**src/hw/rtl/mdzr_pkg.sv**
```systemverilog
`timescale 1ns / 1ps
`default_nettype none
// ----------------------------------------------------------------------------
// Matrix diagonal zigzag reorder package
// Shared widths, register indexes, controller states and the command and
// status bundles that pass between the controller and the datapath.
// ----------------------------------------------------------------------------
package mdzr_pkg;

   localparam int VALUE_W   = 32;
   localparam int DIM_W     = 4;
   localparam int CSR_IDX_W = 2;

   localparam logic [DIM_W-1:0] DIM_RESET = 4'd8;

   localparam logic [CSR_IDX_W-1:0] CSR_ROW_COUNT    = 2'd0;
   localparam logic [CSR_IDX_W-1:0] CSR_COLUMN_COUNT = 2'd1;

   typedef enum logic {
      ST_IDLE,
      ST_EMIT
   } state_type;

   // Commands from the controller to the datapath.
   typedef struct packed {
      logic load_en;
      logic step_en;
   } cmd_type;

   // Status from the datapath to the controller.
   typedef struct packed {
      logic load_done;
      logic emit_last;
   } status_type;

endpackage
`default_nettype wire

```
**src/hw/rtl/matrix_diagonal_zigzag_reorder_top.sv**
```systemverilog
`timescale 1ns / 1ps
`default_nettype none
// ----------------------------------------------------------------------------
// Matrix diagonal zigzag reorder
// Buffers a row-major matrix and replays it in diagonal zigzag order.
// ----------------------------------------------------------------------------
// Elements arrive in row-major order, one beat per start pulse taken while
// busy is low. The beat that completes the matrix (row_count times
// column_count elements, with a size of zero used as one and a size above
// MAX_ROWS or MAX_COLS used as that maximum) starts the emission pass: busy
// stays high while the pass runs, and the element buffer has a single read
// port and is read once per result. Each result appears on rsp_out_value
// with a one-cycle rsp_valid strobe in the cycle after its buffer read. The
// receiver cannot stall the block and must take every strobe. The final
// result of each matrix carries rsp_out_last. It appears in the first cycle
// in which busy is low again, and a new element may be taken in that same
// cycle. The size registers are written through the csr port and must only
// change while no results are outstanding.
// ----------------------------------------------------------------------------
module matrix_diagonal_zigzag_reorder_top #(
   parameter int MAX_ROWS = 8,
   parameter int MAX_COLS = 8
) (
   input  wire logic                                 clock,
   input  wire logic                                 reset,
   input  wire logic                                 start,
   output logic                                      busy,
   input  wire logic signed [mdzr_pkg::VALUE_W-1:0]  req_element_value,
   input  wire logic                                 csr_write_enable,
   input  wire logic [mdzr_pkg::CSR_IDX_W-1:0]       csr_index,
   input  wire logic [mdzr_pkg::DIM_W-1:0]           csr_write_data,
   output logic                                      rsp_valid,
   output logic signed [mdzr_pkg::VALUE_W-1:0]       rsp_out_value,
   output logic                                      rsp_out_last
);

   import mdzr_pkg::*;

   cmd_type    cmd;
   status_type status;

   // The controller decides when to load and when to step the walk.
   mdzr_ctrl u_ctrl (
      .clock (clock),
      .reset (reset),
      .start (start),
      .busy  (busy),
      .status(status),
      .cmd   (cmd)
   );

   // The datapath owns the buffer, the counters and the result strobe.
   mdzr_datapath #(
      .MAX_ROWS(MAX_ROWS),
      .MAX_COLS(MAX_COLS)
   ) u_datapath (
      .clock            (clock),
      .reset            (reset),
      .cmd              (cmd),
      .status           (status),
      .req_element_value(req_element_value),
      .csr_write_enable (csr_write_enable),
      .csr_index        (csr_index),
      .csr_write_data   (csr_write_data),
      .rsp_valid        (rsp_valid),
      .rsp_out_value    (rsp_out_value),
      .rsp_out_last     (rsp_out_last)
   );

   // Every buffer read during emission must produce a result beat next cycle.
   a_step_gives_beat: assert property (@(posedge clock) disable iff (reset)
      cmd.step_en |=> rsp_valid)
      else $error("emission read did not produce a result beat");

   // The final beat of a matrix arrives only after the emission pass ended.
   a_last_after_pass: assert property (@(posedge clock) disable iff (reset)
      (rsp_valid && rsp_out_last) |-> !busy)
      else $error("last beat seen while emission still running");

   // The element that completes a matrix must start the emission pass.
   a_full_starts_pass: assert property (@(posedge clock) disable iff (reset)
      (start && !busy && status.load_done) |=> busy)
      else $error("completed matrix did not start emission");

   // Loading and emission never happen in the same cycle.
   a_no_load_in_pass: assert property (@(posedge clock) disable iff (reset)
      !(cmd.load_en && cmd.step_en))
      else $error("load and emission step overlap");

endmodule
`default_nettype wire

```
**src/hw/rtl/mdzr_ram.sv**
```systemverilog
`timescale 1ns / 1ps
`default_nettype none
// ----------------------------------------------------------------------------
// Generic simple dual-port RAM
// One write port and one read port with registered read data.
// ----------------------------------------------------------------------------
module mdzr_ram #(
   parameter int WIDTH = 32,
   parameter int DEPTH = 64
) (
   input  wire logic                                  clock,
   input  wire logic                                  wr_en,
   input  wire logic [(DEPTH > 1 ? $clog2(DEPTH) : 1)-1:0] wr_addr,
   input  wire logic [WIDTH-1:0]                      wr_data,
   input  wire logic                                  rd_en,
   input  wire logic [(DEPTH > 1 ? $clog2(DEPTH) : 1)-1:0] rd_addr,
   output logic      [WIDTH-1:0]                      rd_data_ff
);

   logic [WIDTH-1:0] mem_ff [DEPTH];

   always_ff @(posedge clock) begin
      if (wr_en) begin
         mem_ff[wr_addr] <= wr_data;
      end
      if (rd_en) begin
         rd_data_ff <= mem_ff[rd_addr];
      end
   end

endmodule
`default_nettype wire

```
**src/hw/rtl/mdzr_ctrl.sv**
```systemverilog
`timescale 1ns / 1ps
`default_nettype none
// ----------------------------------------------------------------------------
// Matrix diagonal zigzag reorder controller
// Sequences loading of elements and the emission pass over the buffer.
// ----------------------------------------------------------------------------
module mdzr_ctrl (
   input  wire logic                clock,
   input  wire logic                reset,
   input  wire logic                start,
   output logic                     busy,
   input  wire mdzr_pkg::status_type status,
   output mdzr_pkg::cmd_type        cmd
);

   import mdzr_pkg::*;

   state_type state_ff;
   state_type state_in;

   always_ff @(posedge clock) begin
      if (reset) begin
         state_ff <= ST_IDLE;
      end else begin
         state_ff <= state_in;
      end
   end

   always_comb begin
      state_in = state_ff;
      cmd      = '0;
      busy     = 1'b0;
      case (state_ff)
         ST_IDLE: begin
            if (start) begin
               cmd.load_en = 1'b1;
               if (status.load_done) begin
                  state_in = ST_EMIT;
               end
            end
         end
         ST_EMIT: begin
            busy        = 1'b1;
            cmd.step_en = 1'b1;
            if (status.emit_last) begin
               state_in = ST_IDLE;
            end
         end
         default: begin
            state_in = ST_IDLE;
         end
      endcase
   end

endmodule
`default_nettype wire

```
**src/hw/rtl/mdzr_datapath.sv**
```systemverilog
`timescale 1ns / 1ps
`default_nettype none
// ----------------------------------------------------------------------------
// Matrix diagonal zigzag reorder datapath
// Holds the size registers, load counter, element buffer, diagonal walk
// counters and the result strobe.
// ----------------------------------------------------------------------------
module mdzr_datapath #(
   parameter int MAX_ROWS = 8,
   parameter int MAX_COLS = 8
) (
   input  wire logic                                 clock,
   input  wire logic                                 reset,
   input  wire mdzr_pkg::cmd_type                    cmd,
   output mdzr_pkg::status_type                      status,
   input  wire logic signed [mdzr_pkg::VALUE_W-1:0]  req_element_value,
   input  wire logic                                 csr_write_enable,
   input  wire logic [mdzr_pkg::CSR_IDX_W-1:0]       csr_index,
   input  wire logic [mdzr_pkg::DIM_W-1:0]           csr_write_data,
   output logic                                      rsp_valid,
   output logic signed [mdzr_pkg::VALUE_W-1:0]       rsp_out_value,
   output logic                                      rsp_out_last
);

   import mdzr_pkg::*;

   localparam int DEPTH = MAX_ROWS * MAX_COLS;
   localparam int AW    = (DEPTH > 1) ? $clog2(DEPTH) : 1;
   localparam int CNT_W = $clog2(DEPTH + 1);
   localparam int SW    = $clog2(MAX_ROWS + MAX_COLS + 1);
   localparam int PW    = 2 * SW;

   // Lowest and highest row on anti-diagonal x.
   function automatic logic [SW-1:0] diag_lo(input logic [SW-1:0] x,
                                             input logic [SW-1:0] nc);
      logic [SW-1:0] xp;
      xp = x + SW'(1);
      return (xp > nc) ? (xp - nc) : '0;
   endfunction

   function automatic logic [SW-1:0] diag_hi(input logic [SW-1:0] x,
                                             input logic [SW-1:0] nr);
      logic [SW-1:0] top;
      top = nr - SW'(1);
      return (x < top) ? x : top;
   endfunction

   logic [DIM_W-1:0] rows_ff, rows_in;
   logic [DIM_W-1:0] cols_ff, cols_in;
   logic [CNT_W-1:0] loaded_ff, loaded_in;
   logic [SW-1:0]    diag_ff, diag_in;
   logic [SW-1:0]    row_ff, row_in;
   logic             valid_ff, valid_in;
   logic             last_ff, last_in;

   logic [SW-1:0]    rows, cols;
   logic [PW-1:0]    total;
   logic [AW-1:0]    pos;
   logic [SW-1:0]    lo, hi, diag_next, col;
   logic             end_diag;
   logic [PW-1:0]    addr_wide;
   logic [AW-1:0]    rd_addr;
   logic [VALUE_W-1:0] rd_data;

   // Clamp the size registers and the load position into the legal range.
   always_comb begin
      if (rows_ff == '0) begin
         rows = SW'(1);
      end else if (32'(rows_ff) > 32'(MAX_ROWS)) begin
         rows = SW'(MAX_ROWS);
      end else begin
         rows = SW'(rows_ff);
      end
      if (cols_ff == '0) begin
         cols = SW'(1);
      end else if (32'(cols_ff) > 32'(MAX_COLS)) begin
         cols = SW'(MAX_COLS);
      end else begin
         cols = SW'(cols_ff);
      end
      total = PW'(rows) * PW'(cols);
      if (32'(loaded_ff) >= 32'(DEPTH)) begin
         pos = AW'(DEPTH - 1);
      end else begin
         pos = AW'(loaded_ff);
      end
   end

   // Diagonal walk.
   always_comb begin
      lo        = diag_lo(diag_ff, cols);
      hi        = diag_hi(diag_ff, rows);
      end_diag  = diag_ff[0] ? (row_ff == hi) : (row_ff == lo);
      diag_next = diag_ff + SW'(1);
      col       = diag_ff - row_ff;
      addr_wide = PW'(row_ff) * PW'(cols) + PW'(col);
      rd_addr   = AW'(addr_wide);

      status.load_done = (32'(pos) + 32'd1) >= 32'(total);
      status.emit_last = end_diag && (diag_ff == (rows + cols - SW'(2)));
   end

   always_comb begin
      rows_in   = rows_ff;
      cols_in   = cols_ff;
      loaded_in = loaded_ff;
      diag_in   = diag_ff;
      row_in    = row_ff;
      valid_in  = cmd.step_en;
      last_in   = cmd.step_en && status.emit_last;

      if (csr_write_enable) begin
         case (csr_index)
            CSR_ROW_COUNT:    rows_in = csr_write_data;
            CSR_COLUMN_COUNT: cols_in = csr_write_data;
            default: ;
         endcase
      end

      if (cmd.load_en) begin
         if (status.load_done) begin
            loaded_in = '0;
            diag_in   = '0;
            row_in    = '0;
         end else begin
            loaded_in = CNT_W'(pos) + CNT_W'(1);
         end
      end

      if (cmd.step_en) begin
         if (end_diag) begin
            diag_in = diag_next;
            row_in  = diag_next[0] ? diag_lo(diag_next, cols) : diag_hi(diag_next, rows);
         end else if (diag_ff[0]) begin
            row_in = row_ff + SW'(1);
         end else begin
            row_in = row_ff - SW'(1);
         end
      end
   end

   always_ff @(posedge clock) begin
      if (reset) begin
         rows_ff   <= DIM_RESET;
         cols_ff   <= DIM_RESET;
         loaded_ff <= '0;
         diag_ff   <= '0;
         row_ff    <= '0;
         valid_ff  <= 1'b0;
         last_ff   <= 1'b0;
      end else begin
         rows_ff   <= rows_in;
         cols_ff   <= cols_in;
         loaded_ff <= loaded_in;
         diag_ff   <= diag_in;
         row_ff    <= row_in;
         valid_ff  <= valid_in;
         last_ff   <= last_in;
      end
   end

   mdzr_ram #(
      .WIDTH(VALUE_W),
      .DEPTH(DEPTH)
   ) u_store (
      .clock     (clock),
      .wr_en     (cmd.load_en),
      .wr_addr   (pos),
      .wr_data   (req_element_value),
      .rd_en     (cmd.step_en),
      .rd_addr   (rd_addr),
      .rd_data_ff(rd_data)
   );

   assign rsp_valid     = valid_ff;
   assign rsp_out_last  = last_ff;
   assign rsp_out_value = signed'(rd_data);

endmodule
`default_nettype wire
```
**config.mk**
```make
export PLATFORM = sky130hd
export DESIGN_NAME = matrix_diagonal_zigzag_reorder_top
export DESIGN_NICKNAME = d
export VERILOG_FILES = /design/src/hw/rtl/mdzr_pkg.sv /design/src/hw/rtl/matrix_diagonal_zigzag_reorder_top.sv /design/src/hw/rtl/mdzr_ram.sv /design/src/hw/rtl/mdzr_ctrl.sv /design/src/hw/rtl/mdzr_datapath.sv
export SDC_FILE = /design/constraint.sdc
export NUM_CORES = 2
export LEC_CHECK = 0
export BUFFER_PORTS_ARGS = -buffer_cell sky130_fd_sc_hd__buf_2
export CORE_ASPECT_RATIO = 1.4
export CORE_UTILIZATION = 39
export CTS_CLUSTER_DIAMETER = 40
export DETAILED_ROUTE_END_ITERATION = 12
export PLACE_DENSITY = 0.6
export SLEW_MARGIN = 20
export SYNTH_ARGS = -nofsm -noshare
export SYNTH_HDL_FRONTEND = slang
export SYNTH_HIERARCHICAL = 1
export SYNTH_SLANG_ARGS = --single-unit
```
**constraint.sdc**
```tcl
create_clock -name clock -period 5.3 [get_ports clock]
set_clock_uncertainty 0.15 [all_clocks]
set_input_delay 0.795 -clock clock [delete_from_list [all_inputs] [get_ports clock]]
set_output_delay 0.795 -clock clock [all_outputs]
set_load 0.03 [all_outputs]
```
Yosys cells after proc, flatten, opt, wreduce, memory -nomap -nowiden. Memories as Yosys holds them, arrays and structs flattened. A register that Yosys moved wholly into a read port is not among the register bits. Cells that the tools add are included.

Output and inout port bits: 35. Input port bits: 42. Register bits after elaboration: 28. Memories kept: 1. Bits in writable memories: 2048.

Equality and inequality tests: 4. Bitwise gates (word level): 1. Mux-type cells: 30. Order comparisons: 8. Multipliers: 2. Add/subtract/negate cells: 13. Reductions and logical operators: 10.

Memory list: u_datapath.u_store.mem_ff (words 64, width 32, read ports 1, clocked after memory_dff 1, wr ports 1, RTL line mdzr_ram.sv:20) `logic [WIDTH-1:0] mem_ff [DEPTH];`.

Operators with widths (count): $mux 5 (16); $ge 32x10->1 (1); $add 5x1->5 const B (3); $eq 5x5->1 (3); $sub 5x5->5 (3); $add 6x1->7 const B (2); $gt 5x5->1 (2); $lt 5x5->1 (2); $mul 5x5->10 (1); $sub 5x1->5 const B (2); $mux 1 (9); $gt 4x4->1 const B (2); $logic_not 4->1 (2); $mux 4 (2); $ge 7x7->1 const B (1); $mux 7 (1); $add 6x5->6 (1); $mul 5x5->6 (1); $mux 6 (1); $reduce_and 2->1 (3); $add 5x5->5 (1); $sub 5x2->5 const B (1); $reduce_bool 2->1 (2); $eq 2x1->1 const B (1); other kinds (4) (5).

Logic depth before layout (Yosys ltp).
Depth in word-level cells: 11. Depth in mapped cells: 21. Depth with buffers taken out: 19.

By module. Netlist, hierarchy kept.

Modules (own cells, without submodules): mdzr_ram (area each 78835.6 um^2, cells an instance 3324, times used 1); mdzr_datapath (area each 3689.8 um^2, cells an instance 444, times used 1); mdzr_ctrl (area each 55.1 um^2, cells an instance 6, times used 1).

Least setup slack after synthesis. OpenSTA, ideal clock, no wires.

Path kind: register to register. Start point: reg u_datapath.cols_ff[3]. End point: reg u_datapath.u_store.rd_data_ff[12] (read register of u_datapath.u_store.mem_ff), data pin. Arrival time: 4.528 ns. Cell stages (with the launch flop): 21. Slack: 0.483 ns. Path through: dfxtp_1 > inv_1 > nand2_1 > inv_1 > nand2_1 > fa_1 > fa_1 > fa_1 > inv_1 > ha_1 > a21o_1 > a21oi_1 > xnor2_1 > xnor2_1 > clkbuf_1 > nand2b_1 > clkbuf_1 > o221ai_1 > a21oi_1 > a21oi_1 > nor2_1.

Word-level cells in the longest chain between the ends: 5. Elaborated cells on any way between the ends: 6.

RTL lines: start: declaration (RTL line mdzr_datapath.sv:49) `logic [DIM_W-1:0] cols_ff, cols_in;`; start signal: assignment (RTL line mdzr_datapath.sv:153) `cols_ff <= cols_in;`; $gt 4x4->1 (RTL line mdzr_datapath.sv:76) `end else if (32'(cols_ff) > 32'(MAX_COLS)) begin`; $mux 4 (RTL line mdzr_datapath.sv:76); $mux 5 (*) (RTL line mdzr_datapath.sv:74) `if (cols_ff == '0) begin`; $mul 5x5->6 (*) (RTL line mdzr_datapath.sv:96) `addr_wide = PW'(row_ff) * PW'(cols) + PW'(col);`; $add 6x5->6 (*) (RTL line mdzr_datapath.sv:96); via u_datapath.addr_wide[5] (RTL line mdzr_datapath.sv:61) `logic [PW-1:0] addr_wide;`; end: declaration (RTL line mdzr_ram.sv:17) `output logic [WIDTH-1:0] rd_data_ff`.

The timed path passes the listed nets; every way through them passes the cells marked *. A chain may end at the register's enable or synchronous reset.

Worst setup path after layout.
Start point: reg u_datapath.cols_ff[3]. End point: reg u_datapath.u_store.rd_data_ff[3] (read register of u_datapath.u_store.mem_ff), data pin.

Same word-level chain as after synthesis.

==> metrics.cfg <==
[sta]
fmax_mhz = 200
finalCritPeriodShare_pct = 94.5
report.final.hold_viol_count = 0
setup_tns_ns = 0
rsz0062_at_grt = no
relSlewSlack_pct = 32.9
period_needed_ns = 5.01
setup_viol = 0
setup_ws_ns = 0.290
hold_ws_ns = 0.0654
tightest_slew_ns = 1.01
report.final.slew_viol_count = 0

[global_route]
grt_pass1_vias = 41662
grt_use_met2_pct = 36.4
met1_usage_pct = 27.0
busiest_layer = met2
antenna_found_initial = 21
grt_max_degree = 65
grt_use_met3_pct = 3.41
track_usage_pct = 21.1
grt_pass1_wl_mm = 318
overflow = 0

[logic_synthesis]
syn_inst = 3774
async_flop_share_pct = 0
synth_edf_count = 2080
synthTopCellsByArea = edfxtp_1, mux4_2, mux2i_1
avgSynthCellArea_um2 = 21.9
yosys_most_used_dff = edfxtp_1
synthDominantCellAreaShare_pct = 75.6
yosysSeqAreaShare_pct = 76.3
yosys_warnings = 6
synthesis.area_mm2 = 0.0826
yosysUniqueCellTypes = 72
synth.largest_area_cell = edfxtp_1
synth_seq_cells = 2108

[place]
pre_cts_slack_ns = 0.182
placement.io_buffers = 76
dp.final_hpwl_mm = 135
gp_congestion = 0.839
dpl-instance-area_mm2 = 0.0889

[die]
coreArea_mm2 = 0.210
die_h_um = 546
start_util_pct = 39.3
rows = 199
die-area_mm2 = 0.214
pin_count = 77
die_x_um = 391

[critical_path]
reg2reg_slack_ns = 0.29
start_kind = flop
critPathKind = flop to flop
crit_start = u_datapath/cols_ff[3]
endpoint = u_datapath/u_store/rd_data_ff[3]
cp.arrival_ns = 5.45
reg2reg_from = u_datapath/cols_ff[3]
r2r-end = u_datapath/u_store/rd_data_ff[3]
crit_required_ns = 5.74
endpoint_kind = flop
crit_fanout = 14
ff2ff_path_depth = 20

[drt]
routedWlPerCell_um = 31.6
final_antenna_net_count = 0
dr.pass1.iters = 5
drt_iter0_drc = 4456
finalWirelength_mm = 225
drc_errors = 0
via_per_inst = 5.74
vias = 40852

[cts]
cts_max_path_buffers = 4
insertion_delay_ns = 0.84
h-tree-depth = 4
cts_tree = yes
clkSlewWorstSetupHoldPaths_ns = 0.06
cts_root_buffer = clkbuf_16
ctsHoldBuffers = 0
numCtsBuffers = 212
cts.sinks = 2108

[pwr]
switchingPower_mw = 7.75
pwr-share-seq_pct = 52.3
power_mw = 35.3
pwr-share-clk_pct = 41.8
internal_power_mw = 27.5
leakagePower_nw = 29.4
p_sw_share_pct = 22.0
p_comb_share_pct = 6.0
power.density_mw_per_mm2 = 368
irDropWorstVdd_v = 0.000250

[cells_and_area]
fill_cells = 17490
area_growth_pct = 15.9
drive_gt1_share_pct = 29.7
final_area_mm2 = 0.0957
nets = 4251
mostFrequentLayoutCells = edfxtp_1, mux4_2, clkbuf_16
final_common_cell = edfxtp_1

[worst_hold_path]
hp-class = input pin to flop
hold_depth = 3

[run]
maxCapViolCount = 0

[status]
status = finished clean

## critical path: stages (launching register included)
cell	delay, ns
dfxtp_1	0.39
inv_1	0.07
nand2_1	0.07
buf_4	0.17
nor2_1	0.07
fa_1	0.49
fa_1	0.54
inv_1	0.05
fa_1	0.52
inv_1	0.04
ha_1	0.34
a21oi_2	0.15
xnor2_1	0.18
xnor2_2	0.10
buf_4	0.17
buf_6	0.15
or3b_1	0.45
o221ai_1	0.24
a21oi_1	0.08
a21oi_1	0.24
nor2_1	0.07
## power groups by stage
stage / Combinational [mW] / Clock (mW) / Sequential (mW)
after global routing: 2.22 / 15.6 / 18.4
after global placement: 2.10 / 0 / 18.8
after floorplan: 1.10 / 0 / 18.8
final: 2.11 / 14.7 / 18.4
after CTS: 2.12 / 15.0 / 18.4
after detailed placement: 2.12 / 0 / 18.8
## routing by layer
layer / up-vias / part of all wire, %
met4: 16 / 3.7
met1: 22146 / 38
met2: 1712 / 51
met5: - / 0.044
met3: 382 / 7.2
li1: 16596 / -
## area by class of cell
type / instances / area (µm²) / share of cell area (%)
Sequential cell: 2108 / 63000 / 65.8
Inverter: 49 / 184 / 0.192
Antenna cell: 6 / 15.0 / 0.0157
Clock buffer: 237 / 5460 / 5.71
Timing Repair Buffer: 330 / 3190 / 3.33
Multi-Input combinational cell: 1425 / 19000 / 19.9
Tap cell: 2814 / 3520 / 3.68
Clock inverter: 145 / 1310 / 1.36
## stage by stage
stage,cells,util (%)
floorplan,3777,-
global placement,6724,42.3
detailed placement,6725,42.3
CTS,7107,45.5
global route,7109,45.5
finish,7114,45.5
## worst min path at each step
stage                            startpoint                       to  slack, ns
floorplan           u_datapath/loaded_ff[1]  u_datapath/loaded_ff[1]       0.29
global placement    u_datapath/loaded_ff[1]  u_datapath/loaded_ff[1]       0.30
detailed placement  u_datapath/loaded_ff[1]  u_datapath/loaded_ff[1]       0.31
CTS                       csr_write_data[0]    u_datapath/cols_ff[0]      0.001
global route              csr_write_data[0]    u_datapath/cols_ff[0]       0.05
finish                    csr_write_data[3]    u_datapath/rows_ff[3]       0.07
## repair_timing
action                                  4_1_cts  5_1_grt
setup buffers                                 0        1
resized for setup                             0        9
endpoints found under the setup margin        0       30
## cells in the mapped netlist (all sizes together), types with 3 or more instances
cell       n
clkinv     3
xnor2     27
nand4      8
a41o       4
nand2b    10
and3      10
o22ai     84
nand3     18
o211ai     7
nor4       4
nor3      20
inv       46
dfxtp     28
ha        66
a31oi      3
a221o      4
o31ai      5
or3b       5
a22o       3
edfxtp  2080
a22oi     13
or2        7
o21a       4
o221ai    27
mux4     544
xor2      14
nor2     173
fa        17
and2       4
a21oi     86
mux2i    104
nand3b     9
nand2     59
nor2b     21
clkbuf    84
or3        5
a21o      15
o32ai      4
a311oi     8
buf      111
o21ai      6
## kinds of logic after synthesis
kind of cell / synth area share [%]
AND/OR/NAND/NOR: 2.03
multiplexers: 16.1
other: 0.00454
XOR/XNOR: 0.444
AO/OA/AOI/OAI: 2.34
flip-flops: 76.3
adder cells (fa/ha/maj): 1.41
buffers and inverters: 1.36
## registers in the layout, indices dropped and copies added, names as in the netlist
signal	flops
u_datapath/u_store/mem_ff	2048
u_datapath/u_store/rd_data_ff	32
u_datapath/loaded_ff	7
u_datapath/diag_ff	5
u_datapath/row_ff	5
u_datapath/cols_ff	4
u_datapath/rows_ff	4
u_ctrl/state_ff	1
u_datapath/rsp_out_last	1
u_datapath/rsp_valid	1
Power figures use the tool's default switching activity.
